===== config.mk =====
export PLATFORM = sky130hd
export DESIGN_NAME = base64_custom_alphabet_encoder_core
export DESIGN_NICKNAME = d
export VERILOG_FILES = /design/src/sv/b64e_pkg.sv /design/src/sv/b64e_split.sv /design/src/sv/b64e_emit.sv /design/src/sv/base64_custom_alphabet_encoder_core.sv
export VERILOG_INCLUDE_DIRS = /design/src /design/src/sv
export SDC_FILE = /design/constraint.sdc
export NUM_CORES = 1
export LEC_CHECK = 0
export BUFFER_PORTS_ARGS = -buffer_cell sky130_fd_sc_hd__buf_2
export CORE_MARGIN = 3
export CORE_UTILIZATION = 50
export DETAILED_ROUTE_END_ITERATION = 10
export PLACE_DENSITY = 0.77
export SLEW_MARGIN = 20
export SYNTH_ARGS = -nofsm -noshare
export SYNTH_HDL_FRONTEND = slang
export SYNTH_HIERARCHICAL = 1
export SYNTH_SLANG_ARGS = --single-unit
export TNS_END_PERCENT = 20

===== constraint.sdc =====
create_clock -name clk -period 3.5 [get_ports clk]
set_clock_uncertainty 0.2 [all_clocks]
set_input_delay 0.175 -clock clk [delete_from_list [all_inputs] [get_ports clk]]
set_output_delay 0.175 -clock clk [all_outputs]
set_load 0.005 [all_outputs]

===== src/sv/base64_custom_alphabet_encoder_core_defines.svh =====
// ----------------------------------------------------------------------------
// base64 encoder assertion macros
// property wrappers used by the encoder's emit block
// ----------------------------------------------------------------------------
`ifndef BASE64_CUSTOM_ALPHABET_ENCODER_CORE_DEFINES_SVH
`define BASE64_CUSTOM_ALPHABET_ENCODER_CORE_DEFINES_SVH

// same-cycle implication
`define B64E_ASSERT_NOW(lbl, clk, rst_n, ante, cons, msg) \
	lbl: assert property (@(posedge clk) disable iff (!rst_n) (ante) |-> (cons)) \
		else $error(msg);

// next-cycle implication
`define B64E_ASSERT_NEXT(lbl, clk, rst_n, ante, cons, msg) \
	lbl: assert property (@(posedge clk) disable iff (!rst_n) (ante) |=> (cons)) \
		else $error(msg);

`endif


===== src/sv/b64e_pkg.sv =====
// ----------------------------------------------------------------------------
// b64e_pkg
// types, codes and the character mapping of the base64 encoder
// ----------------------------------------------------------------------------
package b64e_pkg;

	localparam int BYTE_W = 8;
	localparam int SYM_W  = 6;
	localparam int CHAR_W = 7;
	localparam int LEFT_W = 4;

	localparam logic [CHAR_W-1:0] CH_DIGIT_OFS = 7'h30; // '0'
	localparam logic [CHAR_W-1:0] CH_LOWER_OFS = 7'd87; // 'a' - 10
	localparam logic [CHAR_W-1:0] CH_UPPER_OFS = 7'd29; // 'A' - 36
	localparam logic [CHAR_W-1:0] CH_USCORE    = 7'h5f; // '_'
	localparam logic [CHAR_W-1:0] CH_MINUS     = 7'h2d; // '-'

	localparam logic [SYM_W-1:0] SYM_LOWER_LO = 6'd10;
	localparam logic [SYM_W-1:0] SYM_UPPER_LO = 6'd36;
	localparam logic [SYM_W-1:0] SYM_USCORE   = 6'd62;

	// position of the next byte inside its three-byte group
	typedef enum logic [2:0] {
		PH_FIRST  = 3'b001,
		PH_SECOND = 3'b010,
		PH_THIRD  = 3'b100
	} phase_t;

	// one or two characters produced by one input item
	typedef struct packed {
		logic [CHAR_W-1:0] char0;
		logic [CHAR_W-1:0] char1;
		logic              two;
		logic              last;
	} pair_t;

	function automatic logic [CHAR_W-1:0] sym_char(input logic [SYM_W-1:0] v);
		logic [CHAR_W-1:0] vx;
		vx = {1'b0, v};
		if (v < SYM_LOWER_LO)
			return vx + CH_DIGIT_OFS;
		else if (v < SYM_UPPER_LO)
			return vx + CH_LOWER_OFS;
		else if (v < SYM_USCORE)
			return vx + CH_UPPER_OFS;
		else if (v == SYM_USCORE)
			return CH_USCORE;
		else
			return CH_MINUS;
	endfunction

endpackage


===== src/sv/b64e_split.sv =====
// ----------------------------------------------------------------------------
// b64e_split
// group phase and leftover bits, splits each byte into mapped characters
// ----------------------------------------------------------------------------
module b64e_split (
	input  logic                        clk,
	input  logic                        arst_n,
	input  logic                        fire,
	input  logic [b64e_pkg::BYTE_W-1:0] data_byte,
	input  logic                        final_byte,
	output b64e_pkg::pair_t             pair
);
	import b64e_pkg::*;

	phase_t            phase_q;
	phase_t            phase_d;
	logic [LEFT_W-1:0] left_q;
	logic [LEFT_W-1:0] left_d;
	logic [SYM_W-1:0]  sym0;
	logic [SYM_W-1:0]  sym1;

	always_comb begin
		sym0      = data_byte[7:2];
		sym1      = {data_byte[1:0], 4'b0000};
		pair.two  = final_byte;
		pair.last = final_byte;
		left_d    = {2'b00, data_byte[1:0]};
		phase_d   = PH_SECOND;
		case (phase_q)
			PH_SECOND: begin
				sym0    = {left_q[1:0], data_byte[7:4]};
				sym1    = {data_byte[3:0], 2'b00};
				left_d  = data_byte[3:0];
				phase_d = PH_THIRD;
			end
			PH_THIRD: begin
				sym0     = {left_q, data_byte[7:6]};
				sym1     = data_byte[5:0];
				pair.two = 1'b1;
				left_d   = '0;
				phase_d  = PH_FIRST;
			end
			default: begin
			end
		endcase
		if (final_byte) begin
			left_d  = '0;
			phase_d = PH_FIRST;
		end
		pair.char0 = sym_char(sym0);
		pair.char1 = sym_char(sym1);
	end

	always_ff @(posedge clk or negedge arst_n) begin
		if (!arst_n) begin
			phase_q <= PH_FIRST;
			left_q  <= '0;
		end else if (fire) begin
			phase_q <= phase_d;
			left_q  <= left_d;
		end
	end

endmodule


===== src/sv/b64e_emit.sv =====
// ----------------------------------------------------------------------------
// b64e_emit
// result register holding one or two characters, sent one item at a time
// ----------------------------------------------------------------------------
`include "base64_custom_alphabet_encoder_core_defines.svh"

module b64e_emit (
	input  logic                        clk,
	input  logic                        arst_n,
	input  logic                        in_valid,
	output logic                        in_ready,
	input  b64e_pkg::pair_t             pair,
	output logic                        out_valid,
	input  logic                        out_ready,
	output logic [b64e_pkg::CHAR_W-1:0] out_char,
	output logic                        out_last
);
	import b64e_pkg::*;

	pair_t pair_q;
	logic  valid_q;
	logic  idx_q;
	logic  on_final;
	logic  out_fire;
	logic  in_fire;

	// second character pending or single-character pair
	assign on_final  = idx_q || !pair_q.two;
	assign out_fire  = valid_q && out_ready;
	assign in_ready  = !valid_q || (out_ready && on_final);
	assign in_fire   = in_valid && in_ready;
	assign out_valid = valid_q;
	assign out_char  = idx_q ? pair_q.char1 : pair_q.char0;
	assign out_last  = pair_q.last && on_final;

	always_ff @(posedge clk or negedge arst_n) begin
		if (!arst_n) begin
			valid_q <= 1'b0;
			idx_q   <= 1'b0;
		end else if (in_fire) begin
			valid_q <= 1'b1;
			idx_q   <= 1'b0;
		end else if (out_fire) begin
			if (on_final) begin
				valid_q <= 1'b0;
				idx_q   <= 1'b0;
			end else begin
				idx_q <= 1'b1;
			end
		end
	end

	always_ff @(posedge clk) begin
		if (in_fire) begin
			pair_q <= pair;
		end
	end

	`B64E_ASSERT_NOW(a_stall_holds, clk, arst_n, !in_ready, valid_q, "stall without a held item")
	`B64E_ASSERT_NOW(a_idx_two, clk, arst_n, idx_q, pair_q.two && valid_q, "second slot on a single pair")
	`B64E_ASSERT_NEXT(a_second_follows, clk, arst_n, out_fire && !on_final, valid_q && idx_q, "second character lost")
	`B64E_ASSERT_NEXT(a_load_first, clk, arst_n, in_fire, valid_q && !idx_q, "new item not loaded at first slot")

endmodule


===== src/sv/base64_custom_alphabet_encoder_core.sv =====
// ----------------------------------------------------------------------------
// base64_custom_alphabet_encoder_core
// unpadded base64-style encoder with a digits-lower-upper alphabet
// ----------------------------------------------------------------------------
// s_axis carries one raw byte per item, tlast marks the final byte of a stream.
// m_axis carries one ASCII character per item, tlast on the stream's final
// character. An empty stream produces nothing.
// each byte gives one character, the third byte of a group gives two, and a
// final byte inside a group adds one flush character holding the leftover bits.
// a byte's first character is offered in the cycle after the byte is taken.
// throughput: one byte per cycle while each byte gives one character and m_axis is ready; a
// byte giving two characters holds the single result register until both have
// left, so full groups are bound by the output port.
// the next byte is taken in the same cycle the last pending character leaves.
// reset clears the group phase, the leftover bits and the result register's valid flag and slot index.
// when m_axis stalls the held character stays stable and s_axis_tready falls
// once the result register is full.
// ----------------------------------------------------------------------------
module base64_custom_alphabet_encoder_core (
	input  logic       clk,
	input  logic       arst_n,
	input  logic       s_axis_tvalid,
	output logic       s_axis_tready,
	input  logic [7:0] s_axis_tdata,  // [7:0] data_byte
	input  logic       s_axis_tlast,  // final_byte
	output logic       m_axis_tvalid,
	input  logic       m_axis_tready,
	output logic [7:0] m_axis_tdata,  // [6:0] out_char, [7] zero
	output logic       m_axis_tlast   // out_last
);
	import b64e_pkg::*;

	pair_t             pair;
	logic              in_fire;
	logic [CHAR_W-1:0] out_char;

	assign in_fire = s_axis_tvalid && s_axis_tready;

	b64e_split u_split (
		.clk        (clk),
		.arst_n     (arst_n),
		.fire       (in_fire),
		.data_byte  (s_axis_tdata),
		.final_byte (s_axis_tlast),
		.pair       (pair)
	);

	b64e_emit u_emit (
		.clk       (clk),
		.arst_n    (arst_n),
		.in_valid  (s_axis_tvalid),
		.in_ready  (s_axis_tready),
		.pair      (pair),
		.out_valid (m_axis_tvalid),
		.out_ready (m_axis_tready),
		.out_char  (out_char),
		.out_last  (m_axis_tlast)
	);

	assign m_axis_tdata = {1'b0, out_char};

endmodule


==> results of run 1 <==
## report_power, final
part / total, W / switching (W) / internal, W
clock: 0.000166 / 0.0000867 / 0.0000794
combinational: 0.000904 / 0.000507 / 0.000396
sequential: 0.000467 / 0.0000576 / 0.000409
## layout make-up
type / count / share of cell area
Clock inverter: 1 / 0.00193
Multi-Input combinational cell: 187 / 0.568
Inverter: 23 / 0.0352
Timing Repair Buffer: 34 / 0.0811
Clock buffer: 3 / 0.0159
Tap cell: 52 / 0.0251
Sequential cell: 25 / 0.273
## worst max-delay path: stages (launching register included)
cell      delay [ps]
dfstp_2          700
nand2b_4         220
buf_4            170
o22a_1           150
o211ai_2         150
inv_2            190
ha_1             250
a21oi_1          100
a41oi_4          370
nor2_1            70
a211oi_1         280
mux2i_1          230
## final timing paths
kind                                      end
max in group asynchronous  u_split/phase_q[0]
min                         u_split/left_q[2]
max                         u_emit/pair_q[11]
min reg2reg                 u_split/left_q[2]
max reg2reg                 u_emit/pair_q[11]
min in group asynchronous   u_split/left_q[3]
## flip-flops by register name, summed over array words and instances, names as in the netlist
register / count
u_split/left_q: 4
u_emit/pair_q: 16
u_emit/out_valid: 1
u_emit/idx_q: 1
u_split/phase_q: 3
## through the flow
step	power (W)	setup WS, ps	instances	cell area, µm²	hold WS (ps)
after CTS	0.00154	209	325	2590	17.6
after global routing	0.00167	7.66	325	2590	24.0
after global placement	0.00135	274	317	2500	-162
after detailed placement	0.00136	245	317	2500	-162
final	0.00154	251	325	2590	19.7
after floorplan	0.00120	242	255	2410	-321
## kinds of logic after synthesis
family / synth area share
AO/OA/AOI/OAI: 0.289
AND/OR/NAND/NOR: 0.189
buffers and inverters: 0.0975
flip-flops: 0.293
adder cells (fa/ha/maj): 0.0622
multiplexers: 0.0498
XOR/XNOR: 0.0181
other: 0.00155
## repair_timing
item / CTS / global route
setup endpoints to repair: 0 / 2
setup buffers: 0 / 0
endpoints found under the hold margin: 12 / 0
resized for setup: 0 / 1
hold buffers: 4 / 0
## placed cells by master, fill, tap and decap left out, types with 3 or more instances in the layout
master and count:
xnor2_1 4, inv_1 19, nor3_1 11, ha_1 12, nand3_1 7, nand3b_1 4
nor2_1 12, dlygate4sd3_1 4, nor2b_1 6, a21oi_1 18, mux2i_1 3, mux2_2 8
edfxtp_1 16, o211ai_1 3, o21bai_1 3, a31oi_1 4, dfrtp_1 7, nand2b_1 6
clkbuf_8 3, and2_1 5, buf_4 8, o21ai_1 6, o21ai_0 13, buf_2 22
nand2_1 7
## routing by layer
| metal | wire length (µm) | global-route usage |
|---|---|---|
| met4 | 36 | 0.0544 |
| met2 | 2430 | 0.318 |
| met3 | 183 | 0.0198 |
| met1 | 2420 | 0.269 |
| met5 | 0 | 0 |
==> metrics.cfg, run 1 <==
[logic_synthesis]
syn_avg_cell_area_um2 = 9.46
synth_ff_type = edfxtp_1
synth_common_cells = 19 x inv_1, 18 x a21oi_1, 16 x edfxtp_1, 13 x o21ai_0
yosysMostFrequentCell = inv_1
yosys.area.top_type = edfxtp_1
synthesis.area_um2 = 2410
ys_warn_count = 6
synth_cells = 255
yosysTopAreaCellShare = 0.199
ys_seq_area_frac = 0.293
synth_cell_types = 70
syn-num-nets = 280
async_reset_ff_frac = 0.360
ys_ff_latch = 25
synth_edf_count = 16
synthTopCellsByArea = edfxtp_1 20%, dfrtp_1 8.3%, ha_1 6.2%

[timing]
final-hold-violation-count = 0
maxSlewViolCount = 0
clock.fmax_mhz = 308
tns_ps = 0
fin_crit_sh = 0.928
finalSetupViolCount = 0
rsz0062_at_grt = no
final.min_clock_period_ps = 3250

[detailed_routing]
routed_wl_um = 5070
postRouteAntennaNets = 0
vias = 1917
drtPass1Iterations = 5
drt_iter0_markers = 148
drc = 0
avgViaCountPerCell = 5.90
wl_per_cell_um = 15.6

[clocking]
insertion_delay_ps = 260
path_clk_slew_ps = 80
cts_tree = built
clkSinkCount = 25
cts_root_buffer = clkbuf_8
clockBufferDepth = 2
cts_max_level = 1
cts_buffers = 3

[die]
start_util = 0.536
fp.dieW_um = 75.5
io_pins = 24
dieArea_um2 = 5700
dieHeight_um = 75.5
core-area_um2 = 4500
row_count = 24

[place]
hpwl_um = 3830
gp_congestion = 0.946
port_buffers = 22

[hold_path]
min_from = s_axis_tdata[2]
hp-class = primary input to flip-flop
min_delay_path_depth = 3

[critical_path]
r2r_slack_ps = 250
required_ps = 3410
worst-endpoint-arrival_ps = 3160
start_kind = flip-flop
crit-reg2reg-launch = u_split/phase_q[0]
critPathMaxFanout = 18
path_class = flip-flop to flip-flop
setup.worst_path.start = u_split/phase_q[0]
endpoint_kind = flip-flop
reg2regPathDepth = 11

[layout]
final_core_util = 0.576
multi_input_area_um2 = 1470
syn2layout_area_growth_pct = 7.41
diodes = 0
nets = 299
ff_latch_area_um2 = 708
drive_gt1_frac = 0.253
nFillCells = 384

[global_route]
grt_pass1_wl_um = 8610
grt_overflow = 0
grtUsageTotal = 0.193
antenna_found_initial = 0
grt_max_degree = 19
grt_pass1_vias = 1804

[power_and_ir_drop]
vdd_drop_max_uv = 209
p_leak_nw = 1.02
powerDensity_nw_per_um2 = 593

[run_status]
status = completed

[run]
maxCapViolCount = 0

(Power assumes the default switching activity.)
==> run 2, diff against run 1 <==
--- a/config.mk
+++ b/config.mk
@@ -10,6 +10,7 @@
 export CORE_MARGIN = 3
 export CORE_UTILIZATION = 50
 export DETAILED_ROUTE_END_ITERATION = 10
+export MAX_ROUTING_LAYER = met4
 export PLACE_DENSITY = 0.77
 export SLEW_MARGIN = 20
 export SYNTH_ARGS = -nofsm -noshare
==> run 2 against run 1 <==
Net effect: total power barely moved; critical path type unchanged; worst setup slack improved by 7.2 ps; cell area did not move.
==> metrics.cfg, run 2 (synthesized netlist as in run 1, its figures left out) <==
[run_status]
status = completed

[global_route]
grt_pass1_wl_um = 8590  ; -0.24%
grt_max_degree = 19  ; unchanged
grt_overflow = 0  ; unchanged
antenna_found_initial = 0  ; unchanged
grt_pass1_vias = 1805  ; +0.055%
grtUsageTotal = 0.199  ; +0.00561

[die]
core-area_um2 = 4500  ; unchanged
start_util = 0.536  ; unchanged
dieArea_um2 = 5700  ; unchanged
fp.dieW_um = 75.5  ; unchanged
dieHeight_um = 75.5  ; unchanged
row_count = 24  ; unchanged
io_pins = 24  ; unchanged

[critical_path]
reg2regPathDepth = 11  ; unchanged
critPathMaxFanout = 18  ; unchanged
endpoint_kind = flip-flop
path_cells = nand2b_4 > buf_4 > o22a_1 > o211ai_2 > inv_2 > ha_1 > a21oi_1 > a41oi_4 > nor2_1 > a211oi_1 > mux2i_1
slowest_stage = dfstp_2
required_ps = 3410  ; about the same
worst-endpoint-arrival_ps = 3150  ; about the same
start_kind = flip-flop
path_class = flip-flop to flip-flop
slowest_delay_ps = 700  ; about the same

[power_and_ir_drop]
p_leak_nw = 1.02  ; unchanged
powerDensity_nw_per_um2 = 592  ; about the same
vdd_drop_max_uv = 209  ; about the same

[place]
port_buffers = 22  ; unchanged
hpwl_um = 3830  ; unchanged
place_area_um2 = 2500  ; unchanged
gp_congestion = 0.963  ; +1.8%

[layout]
final_common_cell = buf_2
final_cell_mix = 22 x buf_2, 19 x inv_1, 18 x a21oi_1
nets = 299  ; unchanged
drive_gt1_frac = 0.253  ; unchanged
regMostFlops = u_emit/pair_q
diodes = 0  ; unchanged
top_regs = u_emit/pair_q: 16 flops, u_split/left_q: 4 flops, u_split/phase_q: 3 flops
syn2layout_area_growth_pct = 7.41  ; unchanged
final_cell_area_um2 = 2590  ; unchanged
largest_reg_flops = 16  ; unchanged

[clocking]
cts_buffers = 3  ; unchanged
clockBufferDepth = 2  ; unchanged
insertion_delay_ps = 260  ; about the same
cts_root_buffer = clkbuf_8
path_clk_slew_ps = 80  ; about the same
cts_max_level = 1  ; unchanged
cts_post_setup_buffers_inserted = 0  ; unchanged
clkSinkCount = 25  ; unchanged
cts_tree = built

[timing]
finalSetupViolCount = 0  ; unchanged
fin_crit_sh = 0.926  ; -0.00207
final.min_clock_period_ps = 3240  ; -7.23 ps
final-hold-violation-count = 0  ; unchanged
maxSlewViolCount = 0  ; unchanged
tns_ps = 0  ; unchanged
clock.fmax_mhz = 308  ; +0.22%
rsz0062_at_grt = no

[detailed_routing]
routed_wl_um = 5040  ; -0.49%
vias = 1906  ; -0.57%
postRouteAntennaNets = 0  ; unchanged
drc = 0  ; unchanged
drt_iter0_markers = 131  ; -11%
avgViaCountPerCell = 5.86  ; -0.57%
drtPass1Iterations = 5  ; unchanged
wl_per_cell_um = 15.5  ; -0.49%

[hold_path]
hp-class = primary input to flip-flop
min_delay_path_depth = 3  ; unchanged

[run]
maxCapViolCount = 0  ; unchanged

-- run 2: cell counts in the layout (fill, tap and decap cells not counted) --
No cell type changed its count.
-- run 2: layout make-up --
class	count	area [µm²]
repair buffers	34	210
inverters	23	91.3
fillers	384	1910
multi-input cells	187	1470
flip-flops and latches	25	708
clock buffers	3	41.3
well taps	52	65.1
clock inverters	1	5.00
-- run 2: final timing paths --
| kind | slack [ps] | startpoint | to |
|---|---|---|---|
| setup / recovery | 260 | u_split/phase_q[0] | u_emit/pair_q[11] |
| setup reg to reg | 260 | u_split/phase_q[0] | u_emit/pair_q[11] |
| min in group asynchronous | 80 | arst_n | u_split/left_q[1] |
| hold reg to reg | 360 | u_split/left_q[2] | u_split/left_q[2] |
| hold / removal | 20 | s_axis_tdata[2] | u_split/left_q[2] |
| max in group asynchronous | 2770 | arst_n | u_split/phase_q[0] |
-- run 2: metrics by stage --
step / utilization / cells / power (W) / setup WS, ps / hold slack [ps]
finish: 0.576 / 325 / 0.00154 / 258 / 23.1
global placement: 0.556 / 317 / 0.00135 / 274 / -162
CTS: 0.575 / 325 / 0.00154 / 209 / 17.6
global route: 0.576 / 325 / 0.00167 / 6.19 / 24.0
floorplan: - / 255 / 0.00120 / 242 / -321
detailed placement: 0.556 / 317 / 0.00136 / 245 / -162
-- run 2: per-layer routing --
metal,part of all wire,GRT usage
met3,0.031,0.0198
met4,0.0071,0.0544
met2,0.48,0.318
met1,0.48,0.268
met5,0,-
-- run 2: power by group --
group          switching [W]  internal, W  total [W]
Sequential         0.0000574     0.000409   0.000467
Combinational       0.000506     0.000396   0.000903
Clock              0.0000866    0.0000794   0.000166
-- run 2: critical path: cells and delay by family (launching register included) --
family | cells | cell delay, ps
AO/OA/AOI/OAI | 5 | 1050
AND/OR/NAND/NOR | 2 | 280
flip-flops | 1 | 700
multiplexers | 1 | 230
buffers and inverters | 2 | 360
adder cells (fa/ha/maj) | 1 | 250
-- run 2: timing repair --
item	4_1_cts	5_1_grt
endpoints found under the setup margin	0	2
gates resized for setup	0	1
hold endpoints to repair	12	0
hold buffers	4	0
==> run 3, diff against run 2 <==
--- a/config.mk
+++ b/config.mk
@@ -11,7 +11,7 @@
 export CORE_UTILIZATION = 50
 export DETAILED_ROUTE_END_ITERATION = 10
 export MAX_ROUTING_LAYER = met4
-export PLACE_DENSITY = 0.77
+export PLACE_DENSITY = 0.69
 export SLEW_MARGIN = 20
 export SYNTH_ARGS = -nofsm -noshare
 export SYNTH_HDL_FRONTEND = slang
==> run 3 against run 2 <==
Net effect: hold slack improved by 2.9 ps; critical path depth decreased by 1; sequential share of layout area about the same; non-clock buffer count decreased by 1; sequential cell count unchanged; maximum frequency increased by 2.2%; register-to-register slack improved by 70 ps; critical path type unchanged.
==> metrics.cfg, run 3 (synthesized netlist as in run 1, its figures left out) <==
[power_and_ir_drop]
vdd_drop_max_uv = 238  ; +14%
p_leak_nw = 1.01  ; -0.35%
switching_power_w = 0.000649  ; -0.21%
seq_power_share = 0.296  ; -0.008
powerDensity_nw_per_um2 = 592  ; about the same
comb_power_share = 0.593  ; +0.005
internal-power_w = 0.000881  ; -0.51%
switching_share = 0.424  ; +0.000739
finalPower_w = 0.00153  ; -0.38%
p_clk_frac = 0.111  ; +0.003

[global_route]
antenna_found_initial = 0  ; unchanged
grt_max_degree = 25  ; +6
grt_pass1_vias = 1745  ; -3.3%
grt_pass1_wl_um = 8300  ; -3.4%
grtUsageTotal = 0.193  ; -0.00593
grt_overflow = 0  ; unchanged

[layout]
top_regs = u_emit/pair_q: 16 flops, u_split/left_q: 4 flops, u_split/phase_q: 3 flops
regMostFlops = u_emit/pair_q
largest_reg_flops = 16  ; unchanged
nets = 298  ; -0.33%
drive_gt1_frac = 0.246  ; -0.00642
final_core_util = 0.574  ; -0.00194
diodes = 0  ; unchanged
final_common_cell = buf_2
final_cell_mix = 22 x buf_2, 19 x inv_1, 18 x a21oi_1
syn2layout_area_growth_pct = 7.05

[clocking]
insertion_delay_ps = 270  ; about the same
cts_buffers = 3  ; unchanged
cts_resized = 0  ; unchanged
cts_root_buffer = clkbuf_8
cts_tree = built
clockBufferDepth = 2  ; unchanged
postCtsHoldBufs = 4  ; unchanged
cts_post_setup_buffers_inserted = 0  ; unchanged
path_clk_slew_ps = 90  ; about the same
cts_max_level = 1  ; unchanged
clkSinkCount = 25  ; unchanged

[place]
gp_congestion = 0.901  ; -6.4%
post-place-ws_ps = 357  ; +112 ps
hpwl_um = 3770  ; -1.4%
port_buffers = 22  ; unchanged

[die]
core-area_um2 = 4500  ; unchanged
row_count = 24  ; unchanged
io_pins = 24  ; unchanged
dieArea_um2 = 5700  ; unchanged
start_util = 0.536  ; unchanged
fp.dieW_um = 75.5  ; unchanged
dieHeight_um = 75.5  ; unchanged

[timing]
setup_ws_ps = 327  ; +68.4 ps
clock.fmax_mhz = 315  ; +2.2%
hold_slack_ps = 26.0  ; +2.89 ps
final-hold-violation-count = 0  ; unchanged
maxSlewViolCount = 0  ; unchanged
final.min_clock_period_ps = 3170  ; -68.4 ps
fin_crit_sh = 0.907  ; -0.0195
finalSetupViolCount = 0  ; unchanged
tns_ps = 0  ; unchanged
rsz0062_at_grt = no

[detailed_routing]
drc = 0  ; unchanged
drt_iter0_markers = 94  ; -28%
postRouteAntennaNets = 0  ; unchanged
avgViaCountPerCell = 6.03  ; +2.8%
wl_per_cell_um = 15.5  ; -0.35%
vias = 1953  ; +2.5%
drtPass1Iterations = 4  ; -1
routed_wl_um = 5010  ; -0.65%

[run]
maxCapViolCount = 0  ; unchanged

[critical_path]
worst-endpoint-arrival_ps = 2980  ; -170 ps
critPathMaxFanout = 16  ; -2
endpoint_kind = flip-flop
path_class = flip-flop to flip-flop
r2r_slack_ps = 330  ; +70 ps
required_ps = 3310  ; -100 ps
start_kind = flip-flop

[run_status]
status = completed

[hold_path]
hp-class = primary input to flip-flop

-- run 3: changes by cell type in the layout (fill, tap and decap cells not counted) --
| cell | previous run | this run |
|---|---|---|
| dfrtp_2 | 1 | 0 |
| buf_4 | 8 | 7 |
| dfrtp_1 | 7 | 8 |
-- run 3: metrics by stage --
| step | cells | instance area, µm² |
|---|---|---|
| CTS | 324 | 2580 |
| floorplan | 255 | 2410 |
| global placement | 316 | 2500 |
| detailed placement | 316 | 2500 |
| global route | 324 | 2580 |
| finish | 324 | 2580 |
-- run 3: per-layer routing --
layer	vias to the layer above	track usage	wire length, µm
li1	983	-	-
met1	944	0.263	2460
met2	24	0.303	2410
met3	2	0.0211	107
met4	0	0.0544	40
met5	-	-	0
-- run 3: worst paths after layout --
kind / depth (start not counted) / to / from
worst max register to register: 10 / u_emit/pair_q[12] / u_split/phase_q[1]
worst min register to register: 2 / u_split/left_q[3] / u_split/left_q[3]
worst min-delay path: 3 / u_split/left_q[3] / s_axis_tdata[3]
worst max-delay path: 10 / u_emit/pair_q[12] / u_split/phase_q[1]
min in group asynchronous: 2 / u_split/left_q[2] / arst_n
max in group asynchronous: 2 / u_split/phase_q[0] / arst_n
-- run 3: layout make-up --
type                       instances  area, µm²
fill                             427       1920
tap                               52       65.1
clock inverter                     1       5.00
timing repair buffer              33        203
inverter                          23       91.3
clock buffer                       3       41.3
multi-input combinational        187       1470
sequential                        25        707
-- run 3: critical path, cell delays in order, from the launching register on --
cell and delay, ps:
dfrtp_1 630, nand2b_4 180, o22a_1 220, o211ai_2 300, inv_2 160, ha_1 270, a21oi_1 220, a41oi_4 230
mux2i_1 190, o31ai_1 210, o31ai_1 110
-- run 3: power by group through the flow --
stage	registers [W]	logic [W]	clock network [W]
finish	0.000453	0.000907	0.000170
global placement	0.000459	0.000887	0
detailed placement	0.000460	0.000896	0
floorplan	0.000428	0.000772	0
global route	0.000461	0.00101	0.000189
CTS	0.000454	0.000903	0.000176
